$ cat src/sv/cbd_pkg.sv
// Package for the chunked body decoder: item and result types, phase codes,
// character constants and the hex digit decoder. No dependencies.
`timescale 1ns / 1ps

package cbd_pkg;

  localparam int unsigned LengthBitsDef = 24;
  localparam int unsigned LenW          = 24;
  localparam int unsigned CfgIdxW       = 1;

  localparam logic [LenW-1:0] MaxChunkRst = 24'h10_0000;
  localparam logic [LenW-1:0] OutCapRst   = 24'hFF_FFFF;

  localparam logic [7:0] ChCr    = 8'h0D;
  localparam logic [7:0] ChLf    = 8'h0A;
  localparam logic [7:0] ChZero  = 8'h30;
  localparam logic [7:0] ChNine  = 8'h39;
  localparam logic [7:0] ChLowA  = 8'h61;
  localparam logic [7:0] ChLowF  = 8'h66;
  localparam logic [7:0] ChHighA = 8'h41;
  localparam logic [7:0] ChHighF = 8'h46;

  typedef enum logic [CfgIdxW-1:0] {
    CFG_MAX_CHUNK = 1'b0,
    CFG_OUT_CAP   = 1'b1
  } cfg_idx_e;

  typedef enum logic [3:0] {
    PH_SIZE_FIRST  = 4'd0,
    PH_SIZE_MORE   = 4'd1,
    PH_EXT         = 4'd2,
    PH_SIZE_LF     = 4'd3,
    PH_DATA        = 4'd4,
    PH_DATA_CR     = 4'd5,
    PH_DATA_LF     = 4'd6,
    PH_TR_START    = 4'd7,
    PH_TR_CR0      = 4'd8,
    PH_TR_LINE     = 4'd9,
    PH_TR_AFTER_CR = 4'd10,
    PH_DONE        = 4'd11
  } phase_e;

  typedef struct packed {
    logic [7:0] in_byte;
    logic       last_byte;
  } cbd_item_t;

  typedef struct packed {
    logic            data_valid;
    logic [7:0]      data_byte;
    logic            finished;
    logic            status;
    logic [LenW-1:0] decoded_length;
  } cbd_result_t;

  // Bit 4 flags a hex digit, bits 3:0 hold its value.
  function automatic logic [4:0] hex_decode(input logic [7:0] b);
    logic [4:0] r;
    r = 5'd0;
    if (b >= ChZero && b <= ChNine) begin
      r = {1'b1, 4'(b - ChZero)};
    end else if (b >= ChLowA && b <= ChLowF) begin
      r = {1'b1, 4'(b - ChLowA + 8'd10)};
    end else if (b >= ChHighA && b <= ChHighF) begin
      r = {1'b1, 4'(b - ChHighA + 8'd10)};
    end
    return r;
  endfunction

endpackage

$ cat src/sv/cbd_in_stage.sv
// Input register of the chunked body decoder: holds one accepted byte item.
// Depends on cbd_pkg for the item type.
`timescale 1ns / 1ps

module cbd_in_stage import cbd_pkg::*; (
  input  logic      clk_i,
  input  logic      rst_ni,
  input  logic      in_valid_i,
  output logic      in_stall_o,
  input  cbd_item_t item_i,
  input  logic      advance_i,
  output logic      valid_o,
  output cbd_item_t item_o
);

  logic      valid_q;
  cbd_item_t item_q;
  logic      load;

  assign in_stall_o = valid_q && !advance_i;
  assign load       = in_valid_i && !in_stall_o;
  assign valid_o    = valid_q;
  assign item_o     = item_q;

  always_ff @(posedge clk_i or negedge rst_ni) begin
    if (!rst_ni) begin
      valid_q <= 1'b0;
    end else if (load) begin
      valid_q <= 1'b1;
    end else if (advance_i) begin
      valid_q <= 1'b0;
    end
  end

  always_ff @(posedge clk_i) begin
    if (load) begin
      item_q <= item_i;
    end
  end

endmodule

$ cat src/sv/cbd_parser.sv
// Parser state and one-byte step logic of the chunked body decoder.
// Depends on cbd_pkg for phase codes, character constants and result type.
`timescale 1ns / 1ps

module cbd_parser import cbd_pkg::*; #(
  parameter int unsigned LENGTH_BITS = LengthBitsDef
) (
  input  logic            clk_i,
  input  logic            rst_ni,
  input  logic            step_i,
  input  cbd_item_t       item_i,
  input  logic [LenW-1:0] max_chunk_i,
  input  logic [LenW-1:0] out_cap_i,
  output logic            res_valid_o,
  output cbd_result_t     res_o
);

  localparam int unsigned SumW = ((LENGTH_BITS > LenW) ? LENGTH_BITS : LenW) + 1;
  localparam int unsigned AccW = LenW + 4;

  phase_e                 phase_q, phase_d;
  logic [LenW-1:0]        size_q, size_d;
  logic [LenW-1:0]        left_q, left_d;
  logic [LENGTH_BITS-1:0] count_q, count_d;

  logic [7:0]              b;
  logic                    last;
  logic [4:0]              hex;
  logic [AccW-1:0]         acc;
  logic [SumW-1:0]         need;
  logic [LENGTH_BITS+LenW-1:0] count_ext;
  logic                    fin, bad, emit, clear;

  assign b         = item_i.in_byte;
  assign last      = item_i.last_byte;
  assign hex       = hex_decode(b);
  assign acc       = (phase_q == PH_SIZE_FIRST) ? AccW'(hex[3:0]) : {size_q, hex[3:0]};
  assign need      = SumW'(count_q) + SumW'(size_q);
  assign count_ext = {{LenW{1'b0}}, count_q};

  always_comb begin
    phase_d = phase_q;
    size_d  = size_q;
    left_d  = left_q;
    count_d = count_q;
    fin     = 1'b0;
    bad     = 1'b0;
    emit    = 1'b0;
    clear   = 1'b0;

    unique case (phase_q) inside
      PH_SIZE_FIRST, PH_SIZE_MORE: begin
        if (hex[4]) begin
          if (acc > AccW'(max_chunk_i) || last) begin
            fin = 1'b1;
            bad = 1'b1;
          end else begin
            size_d  = acc[LenW-1:0];
            phase_d = PH_SIZE_MORE;
          end
        end else if (phase_q == PH_SIZE_FIRST || last) begin
          fin = 1'b1;
          bad = 1'b1;
        end else begin
          phase_d = (b == ChCr) ? PH_SIZE_LF : PH_EXT;
        end
      end
      PH_EXT: begin
        if (last) begin
          fin = 1'b1;
          bad = 1'b1;
        end else if (b == ChCr) begin
          phase_d = PH_SIZE_LF;
        end
      end
      PH_SIZE_LF: begin
        if (b != ChLf) begin
          fin = 1'b1;
          bad = 1'b1;
        end else if (size_q == '0) begin
          if (last) begin
            fin = 1'b1;
          end else begin
            phase_d = PH_TR_START;
          end
        end else if (last || need > SumW'(out_cap_i)) begin
          fin = 1'b1;
          bad = 1'b1;
        end else begin
          left_d  = size_q;
          phase_d = PH_DATA;
        end
      end
      PH_DATA: begin
        if (last) begin
          fin = 1'b1;
          bad = 1'b1;
        end else begin
          emit    = 1'b1;
          count_d = count_q + LENGTH_BITS'(1);
          if (left_q != '0) begin
            left_d = left_q - LenW'(1);
          end
          if (left_d == '0) begin
            phase_d = PH_DATA_CR;
          end
        end
      end
      PH_DATA_CR: begin
        if (b != ChCr || last) begin
          fin = 1'b1;
          bad = 1'b1;
        end else begin
          phase_d = PH_DATA_LF;
        end
      end
      PH_DATA_LF: begin
        if (b != ChLf || last) begin
          fin = 1'b1;
          bad = 1'b1;
        end else begin
          size_d  = '0;
          phase_d = PH_SIZE_FIRST;
        end
      end
      PH_TR_START: begin
        if (last) begin
          fin = 1'b1;
        end else begin
          phase_d = (b == ChCr) ? PH_TR_CR0 : PH_TR_LINE;
        end
      end
      PH_TR_CR0: begin
        if (last || b == ChLf) begin
          fin = 1'b1;
        end else begin
          phase_d = PH_TR_START;
        end
      end
      PH_TR_LINE: begin
        if (last) begin
          fin = 1'b1;
          bad = 1'b1;
        end else if (b == ChCr) begin
          phase_d = PH_TR_AFTER_CR;
        end
      end
      PH_TR_AFTER_CR: begin
        if (last) begin
          fin = 1'b1;
        end else begin
          phase_d = PH_TR_START;
        end
      end
      default: begin
        // Finished body: wait for the flagged last byte of the source.
        clear = last;
      end
    endcase

    if (fin) begin
      if (last) begin
        clear = 1'b1;
      end else begin
        phase_d = PH_DONE;
      end
    end
    if (clear) begin
      phase_d = PH_SIZE_FIRST;
      size_d  = '0;
      left_d  = '0;
      count_d = '0;
    end
  end

  assign res_valid_o          = emit || fin;
  assign res_o.data_valid     = emit;
  assign res_o.data_byte      = emit ? b : 8'd0;
  assign res_o.finished       = fin;
  assign res_o.status         = fin && bad;
  assign res_o.decoded_length = fin ? count_ext[LenW-1:0] : '0;

  always_ff @(posedge clk_i or negedge rst_ni) begin
    if (!rst_ni) begin
      phase_q <= PH_SIZE_FIRST;
      size_q  <= '0;
      left_q  <= '0;
      count_q <= '0;
    end else if (step_i) begin
      phase_q <= phase_d;
      size_q  <= size_d;
      left_q  <= left_d;
      count_q <= count_d;
    end
  end

  a_emit_xor_finish: assert property (@(posedge clk_i) disable iff (!rst_ni)
    res_valid_o |-> !(res_o.data_valid && res_o.finished))
    else $error("payload byte and finish in the same result");

  a_data_left_nonzero: assert property (@(posedge clk_i) disable iff (!rst_ni)
    (phase_q == PH_DATA) |-> (left_q != '0))
    else $error("data phase with no bytes left");

  a_last_finish_rearms: assert property (@(posedge clk_i) disable iff (!rst_ni)
    (step_i && fin && last) |=> (phase_q == PH_SIZE_FIRST && count_q == '0))
    else $error("finish on last byte did not re-arm the parser");

  a_done_holds: assert property (@(posedge clk_i) disable iff (!rst_ni)
    (step_i && phase_q == PH_DONE && !last) |=> (phase_q == PH_DONE))
    else $error("finished body left the done phase without a last byte");

endmodule

$ cat src/sv/cbd_out_stage.sv
// Result register of the chunked body decoder, parted from the parser so the
// next byte is taken while a result waits. Depends on cbd_pkg.
`timescale 1ns / 1ps

module cbd_out_stage import cbd_pkg::*; (
  input  logic        clk_i,
  input  logic        rst_ni,
  input  logic        load_i,
  input  logic        res_valid_i,
  input  cbd_result_t res_i,
  output logic        free_o,
  output logic        out_valid_o,
  input  logic        out_stall_i,
  output cbd_result_t res_o
);

  logic        valid_q;
  cbd_result_t res_q;

  assign free_o      = !valid_q || !out_stall_i;
  assign out_valid_o = valid_q;
  assign res_o       = res_q;

  always_ff @(posedge clk_i or negedge rst_ni) begin
    if (!rst_ni) begin
      valid_q <= 1'b0;
    end else if (free_o) begin
      valid_q <= load_i && res_valid_i;
    end
  end

  always_ff @(posedge clk_i) begin
    if (free_o && load_i && res_valid_i) begin
      res_q <= res_i;
    end
  end

endmodule

$ cat src/sv/chunked_body_decoder.sv
// Chunked transfer-coding body decoder, one raw byte per item.
// Bytes wait in the input register; a parser step registers any result it gives.
// Throughput: one byte per cycle; the parser steps once per byte while the
// result register is free or being emptied.
// Reset: parser waits for a first size digit, counters clear, max chunk size
// is 0x100000 and output capacity 0xFFFFFF. Configuration writes are always accepted.
`timescale 1ns / 1ps

module chunked_body_decoder import cbd_pkg::*; #(
  parameter int unsigned LENGTH_BITS = LengthBitsDef
) (
  input  logic               clk_i,
  input  logic               rst_ni,
  input  logic               in_valid_i,
  output logic               in_stall_o,
  input  logic [7:0]         in_byte_i,
  input  logic               last_byte_i,
  output logic               out_valid_o,
  input  logic               out_stall_i,
  output logic               data_valid_o,
  output logic [7:0]         data_byte_o,
  output logic               finished_o,
  output logic               status_o,
  output logic [LenW-1:0]    decoded_length_o,
  input  logic               cfg_valid_i,
  output logic               cfg_ready_o,
  input  logic [CfgIdxW-1:0] cfg_index_i,
  input  logic [LenW-1:0]    cfg_data_i
);

  logic [LenW-1:0] max_chunk_q, out_cap_q;
  cbd_item_t       in_item, s1_item;
  logic            s1_valid, out_free, step, res_valid;
  cbd_result_t     res, out_res;

  assign cfg_ready_o = 1'b1;

  always_ff @(posedge clk_i or negedge rst_ni) begin
    if (!rst_ni) begin
      max_chunk_q <= MaxChunkRst;
      out_cap_q   <= OutCapRst;
    end else if (cfg_valid_i && cfg_ready_o) begin
      unique case (cfg_idx_e'(cfg_index_i))
        CFG_MAX_CHUNK: max_chunk_q <= cfg_data_i;
        CFG_OUT_CAP:   out_cap_q   <= cfg_data_i;
        default: ;
      endcase
    end
  end

  assign in_item.in_byte   = in_byte_i;
  assign in_item.last_byte = last_byte_i;
  assign step              = s1_valid && out_free;

  cbd_in_stage u_in_stage (
    .clk_i      (clk_i),
    .rst_ni     (rst_ni),
    .in_valid_i (in_valid_i),
    .in_stall_o (in_stall_o),
    .item_i     (in_item),
    .advance_i  (step),
    .valid_o    (s1_valid),
    .item_o     (s1_item)
  );

  cbd_parser #(
    .LENGTH_BITS (LENGTH_BITS)
  ) u_parser (
    .clk_i       (clk_i),
    .rst_ni      (rst_ni),
    .step_i      (step),
    .item_i      (s1_item),
    .max_chunk_i (max_chunk_q),
    .out_cap_i   (out_cap_q),
    .res_valid_o (res_valid),
    .res_o       (res)
  );

  cbd_out_stage u_out_stage (
    .clk_i       (clk_i),
    .rst_ni      (rst_ni),
    .load_i      (step),
    .res_valid_i (res_valid),
    .res_i       (res),
    .free_o      (out_free),
    .out_valid_o (out_valid_o),
    .out_stall_i (out_stall_i),
    .res_o       (out_res)
  );

  assign data_valid_o     = out_res.data_valid;
  assign data_byte_o      = out_res.data_byte;
  assign finished_o       = out_res.finished;
  assign status_o         = out_res.status;
  assign decoded_length_o = out_res.decoded_length;

endmodule
$ cat config.mk
export PLATFORM = sky130hd
export DESIGN_NAME = chunked_body_decoder
export DESIGN_NICKNAME = d
export VERILOG_FILES = /design/src/sv/cbd_pkg.sv /design/src/sv/cbd_in_stage.sv /design/src/sv/cbd_parser.sv /design/src/sv/cbd_out_stage.sv /design/src/sv/chunked_body_decoder.sv
export SDC_FILE = /design/constraint.sdc
export NUM_CORES = 1
export LEC_CHECK = 0
export ABC_AREA = 1
export BUFFER_PORTS_ARGS = -buffer_cell sky130_fd_sc_hd__buf_4
export CELL_PAD_IN_SITES_DETAIL_PLACEMENT = 1
export CELL_PAD_IN_SITES_GLOBAL_PLACEMENT = 1
export CORE_MARGIN = 2
export CORE_UTILIZATION = 42
export CTS_CLUSTER_SIZE = 28
export DETAILED_ROUTE_END_ITERATION = 8
export GPL_ROUTABILITY_DRIVEN = 0
export PLACE_DENSITY_LB_ADDON = 0.1
export SYNTH_ARGS = -nofsm -noshare
export SYNTH_HDL_FRONTEND = slang
export SYNTH_SLANG_ARGS = --single-unit
$ cat constraint.sdc
create_clock -name clk_i -period 5.8 [get_ports clk_i]
set_input_delay 0.87 -clock clk_i [delete_from_list [all_inputs] [get_ports clk_i]]
set_output_delay 0.87 -clock clk_i [all_outputs]
set_load 0.005 [all_outputs]
-- Word level (Yosys, flattened, before mapping)
Index checks and enable logic that the tools add are counted.
- mux-type cells: 65
- reductions and logical operators: 39
- bitwise logic cells: 1
- add/sub/neg operators: 8
- equality and inequality tests: 22
- order comparisons: 8
- operators with widths (cell ; number):
    2-to-1 mux 24 bit ; 15
    case mux 24 bit (2 select lines) ; 2
    2-to-1 mux 4 bit ; 20
    logical NOT 24 bit ; 2
    case mux 4 bit (10 select lines) ; 1
    > comparator 28 x 24 -> 1 bit ; 1
    2-to-1 mux 28 bit ; 1
    adder 24 x 24 -> 25 bit ; 1
    > comparator 25 x 24 -> 1 bit ; 1
    adder 24 x 1 -> 24 bit (second input constant) ; 1
    nonzero test 24 bit ; 1
    subtractor 24 x 1 -> 24 bit (second input constant) ; 1
    2-to-1 mux 1 bit ; 21
    != test 3 x 2 -> 1 bit (second input constant) ; 6
    equality test 4 x 3 -> 1 bit (second input constant) ; 4
    equality test 8 x 4 -> 1 bit (second input constant) ; 2
    >= comparator 8 x 7 -> 1 bit (second input constant) ; 2
    less-or-equal comparator 8 x 7 -> 1 bit (second input constant) ; 2
    != test 8 x 4 -> 1 bit (second input constant) ; 2
    2-to-1 mux 5 bit ; 3
    equality test 4 bit (second input constant) ; 3
    subtractor 4 x 1 -> 4 bit (second input constant) ; 3
    OR reduction 11 bit ; 1
    logical AND 1 bit ; 10
    22 further kinds ; 37
- output and inout port bits: 38
- bits of input ports: 39
- register bits: 170
- logic and storage cells: 158

-- Longest topological paths before layout
- depth in word-level cells: 14
- depth in mapped cells: 29
- gate-level depth less buffers: 29

-- Cells and area by module
From an unflattened synthesis, not the netlist that was laid out.
- cell total of the unflattened synthesis: 1527
- area total of the unflattened synthesis: 11358.4 um2
- modules (own cells, without submodules) (module ; times used ; sequential area each (um2) ; cells each ; area each (um2)):
    cbd_parser ; 1 ; 1901.8 ; 1257 ; 7981.4
    chunked_body_decoder ; 1 ; 1232.4 ; 213 ; 1949.4
    cbd_out_stage ; 1 ; 1076.0 ; 41 ; 1099.8
    cbd_in_stage ; 1 ; 295.3 ; 16 ; 327.8

-- Worst setup path after synthesis
Ideal clock, no wire load.
- kind: reg-to-reg
- from: register u_parser.count_q[0]
- to: register u_out_stage.res_q, in the netlist u_out_stage.res_o[0] (enable)
- path slack: 1.474 ns
- stages on the path, launching flop included: 26
- data required time: 5.302 ns
- clock period less this slack: 4.326 ns
- arrival time: 3.828 ns
- buffers on the path: 0
- library setup time: 0.498 ns
- cells stage by stage: dfrtp_1 ha_1 inv_1 fa_1 inv_1 nand2_1 nand2_1 nand3_1 nand2_1 and2_1 a21oi_1 o21bai_1 a31oi_1 xor2_1 ha_1 nand2_1 and3b_1 nand3_1 nor3_1 nand3b_1 nand3_1 nand2_1 nand2_1 nand2_2 nand2_1 nand2_1
- RTL lines (what ; RTL line ; source):
    start, declared ; cbd_parser.sv:24 ; logic [LENGTH_BITS-1:0] count_q, count_d;
    start signal, assigned ; cbd_parser.sv:193 ; count_q <= count_d;
    end signal, assigned ; cbd_out_stage.sv:34 ; res_q <= res_i;
    end, declared ; cbd_out_stage.sv:18 ; cbd_result_t res_q;

==> qor.yml <==
outcome:
  status: "finished, violations left"
  violations: "DRC"
clock_tree:
  cts_setup_buffers: 0
  clockRootBuffer: "clkbuf_16"
  cts_made_buffers: 17
  cts_hold_buf: 0
  clkLatencyLatePin_ps: 440
  cts_sinks: 170
  cts.repair.resized: 0
  clk_path_buf_depth: 2
  cts_tree: "yes"
  cts_htree_levels: 4
  path_clk_slew_ps: 80
place:
  portBuffers: 75
  dpl.hpwl_mm: 26.9
grt:
  grt_max_degree: 53
  grt_pass1_vias: 10600
  antenna_found_initial: 0
  overflow: 0
  grt_pass1_wl_mm: 57.0
  grt_util_all_layers_pct: 26.0
floorplan:
  die_area_sq_mm: 0.0280
  io-pin-count: 77
  die_w_um: 167
  die_h_um: 167
  fp-row-count: 59
  initial_core_util_pct: 42.9
  core_sq_mm: 0.0261
logic_synthesis:
  synth_nets: 1614
  synth_xor_area_share_pct: 2.34
  yosysSeqAreaShare_pct: 40.2
  synth_area_leader_cell: "dfrtp_1"
  synth_edf_count: 44
  yosys.cell_types.count: 50
  syn-cell-area_sq_mm: 0.0112
  ys_ff_latch: 170
  synth.top_cells.by_count: "325 x nand2_1, 226 x inv_1, 181 x nor2_1, 112 x o21ai_0, 101 x dfrtp_1"
  yosys_warnings: 0
  async_flop_share_pct: 74.1
  yosysMostFrequentCell: "nand2_1"
  synthCells: 1494
  synth_flop_cell: "dfrtp_1"
  synth_mux_area_share_pct: 0
  yosys.area_share.simple_pct: 27.2
  yosysTopAreaCellShare_pct: 22.5
  synth_compound_area_share_pct: 11.5
  ys_top_cells_by_area: "dfrtp_1 23%, edfxtp_1 12%, nand2_1 11%"
  synth_fa_ha_area_share_pct: 9.11
  synth_top_family_by_area: "simple AND/OR/NAND/NOR gates"
  avgSynthCellArea_sq_um: 7.50
setup_path:
  cp-start-kind: "flop"
  cp_max_fo: 35
  crit_path_end_kind: "flop"
  crit_required_ps: 5860
  arrival_ps: 4900
  crit_type: "flop to flop"
detailed_routing:
  drt_iter0_markers: 593
  wire_per_inst_um: 18.5
  drc: 7
  ant_nets: 0
  dr_total_vias: 10200
  dr.pass1.iters: 7
  wirelength_mm: 35.3
  vias_per_cell: 5.35
cells_and_area:
  final.fill_count: 3347
  areaGrowthSynthToFinish_pct: 12.9
  layout-drive-gt1-share_pct: 11.4
  antenna_cells: 0
  multi_input_area_sq_mm: 0.00563
  layout.nets: 1675
  seq_area_sq_mm: 0.00451
sta:
  setup_viol: 0
  post-route-min-period_ps: 4840
  slew_violations: 0
  setup-tns-final_ps: 0
  tightest_slew_ps: 913
  hold_violations: 0
  period_share_pct: 83.5
  clock.fmax_ghz: 0.207
  holdWs_ps: 426
  fin_worst_skew_ps: 17.0
  relSlewSlack_pct: 38.9
  rsz0062_at_grt: "no"
pwr:
  pwr_density_cell_mw_per_mm2: 321
  vdd_drop_max_uv: 167
  p_leak_nw: 6.39
min_path:
  worstHoldPathType: "primary input to asynchronous set/reset pin"
job:
  cap_violations: 0
-- area by class of cell --
cell class	instances	area share (%)
multi-input combinational	1044	44.5
sequential	170	35.6
inverter	241	7.19
timing repair buffer	81	4.80
clock buffer	19	3.67
tap	335	3.31
clock inverter	13	0.988
-- path summary, 6_finish.rpt --
path	start	endpoint	slack [ps]	cells past startpoint
worst max-delay path	u_parser.count_q[0]$_DFFE_PN0P_	u_out_stage.res_o[6]$_SDFFCE_PP0P_	960	26
worst min-delay path	rst_ni	max_chunk_q[21]$_DFFE_PN0P_	430	1
worst max register to register	u_parser.count_q[0]$_DFFE_PN0P_	u_out_stage.res_o[6]$_SDFFCE_PP0P_	960	26
worst min register to register	max_chunk_q[13]$_DFFE_PN0P_	max_chunk_q[13]$_DFFE_PN0P_	490	2
max in group asynchronous	rst_ni	u_parser.size_q[4]$_DFFE_PN0P_	4190	2
min in group clk_i	max_chunk_q[13]$_DFFE_PN0P_	max_chunk_q[13]$_DFFE_PN0P_	490	2
-- cell usage in the layout, fill, tap and decap left out, types with 25 or more instances in the layout --
cell      synthesis  final
a21oi_1          67     67
inv_1           226    226
buf_4             2     81
nand2_1         325    324
edfxtp_1         44     44
nor2_1          181    181
dfrtp_1         101    101
nand4_1          47     47
dfstp_2          25     25
nand3_1          85     85
ha_1             80     80
o21ai_0         112    112
-- worst max-delay path, stage by stage (launching register included) --
cell      delay [ps]
dfrtp_1          440
ha_1             200
inv_1             60
fa_1             400
inv_1             70
nand2_1           40
nand2_1           80
nand3_1           70
nand2_1          140
and2_1           180
a21oi_1          100
o21bai_1         210
a31oi_1          120
xor2_1           160
ha_1             300
nand2_1           70
and3b_1          210
nand3_1          100
inv_1             70
nand3_1           70
nand2_1           80
nand3_1          190
nand2_1          110
nand2_1           60
nand2_2          120
nand2_1           90
nand2_2          670
-- where the power goes --
group | switching [mW] | total, mW | internal, mW
Clock | 0.584 | 1.19 | 0.608
Sequential | 0.0976 | 1.56 | 1.46
Combinational | 0.904 | 1.31 | 0.402
Total | 1.59 | 4.06 | 2.47
-- logic make-up after synthesis --
logic type,after synthesis
AOI/OAI and AO/OA,238
and+or+nand+nor,694
buffers and inverters,280
DFF,170
other,1
adders and majority gates,81
xor gates and xnor gates,30
-- layer usage --
layer | up-vias | share of wire, % | global-route usage (%)
li1 | 5008 | - | -
met1 | 4927 | 47 | 35.7
met2 | 195 | 46 | 42.3
met3 | 57 | 3.3 | 3.45
met4 | 0 | 3.1 | 8.96
met5 | - | 0 | 0
-- registers in the layout, indices dropped and copies added (netlist names) --
register / count
max_chunk_q: 24
out_cap_q: 24
u_in_stage.item_o: 9
u_in_stage.valid_o: 1
u_out_stage.out_valid_o: 1
u_out_stage.res_o: 35
u_parser.count_q: 24
u_parser.left_q: 24
u_parser.phase_q: 4
u_parser.size_q: 24
-- per-stage QoR --
step	total power, mW	cell area [sq um]	utilization, %	cells	setup WS (ps)
after global routing	4.30	12700	48.4	1903	418
after floorplan	2.38	11200	-	1494	1470
after CTS	4.08	12700	48.4	1903	929
after detailed placement	2.88	12100	46.2	1871	936
after global placement	2.86	12100	46.2	1871	1130
final	4.06	12700	48.4	1903	959
(Power assumes the default switching activity.)
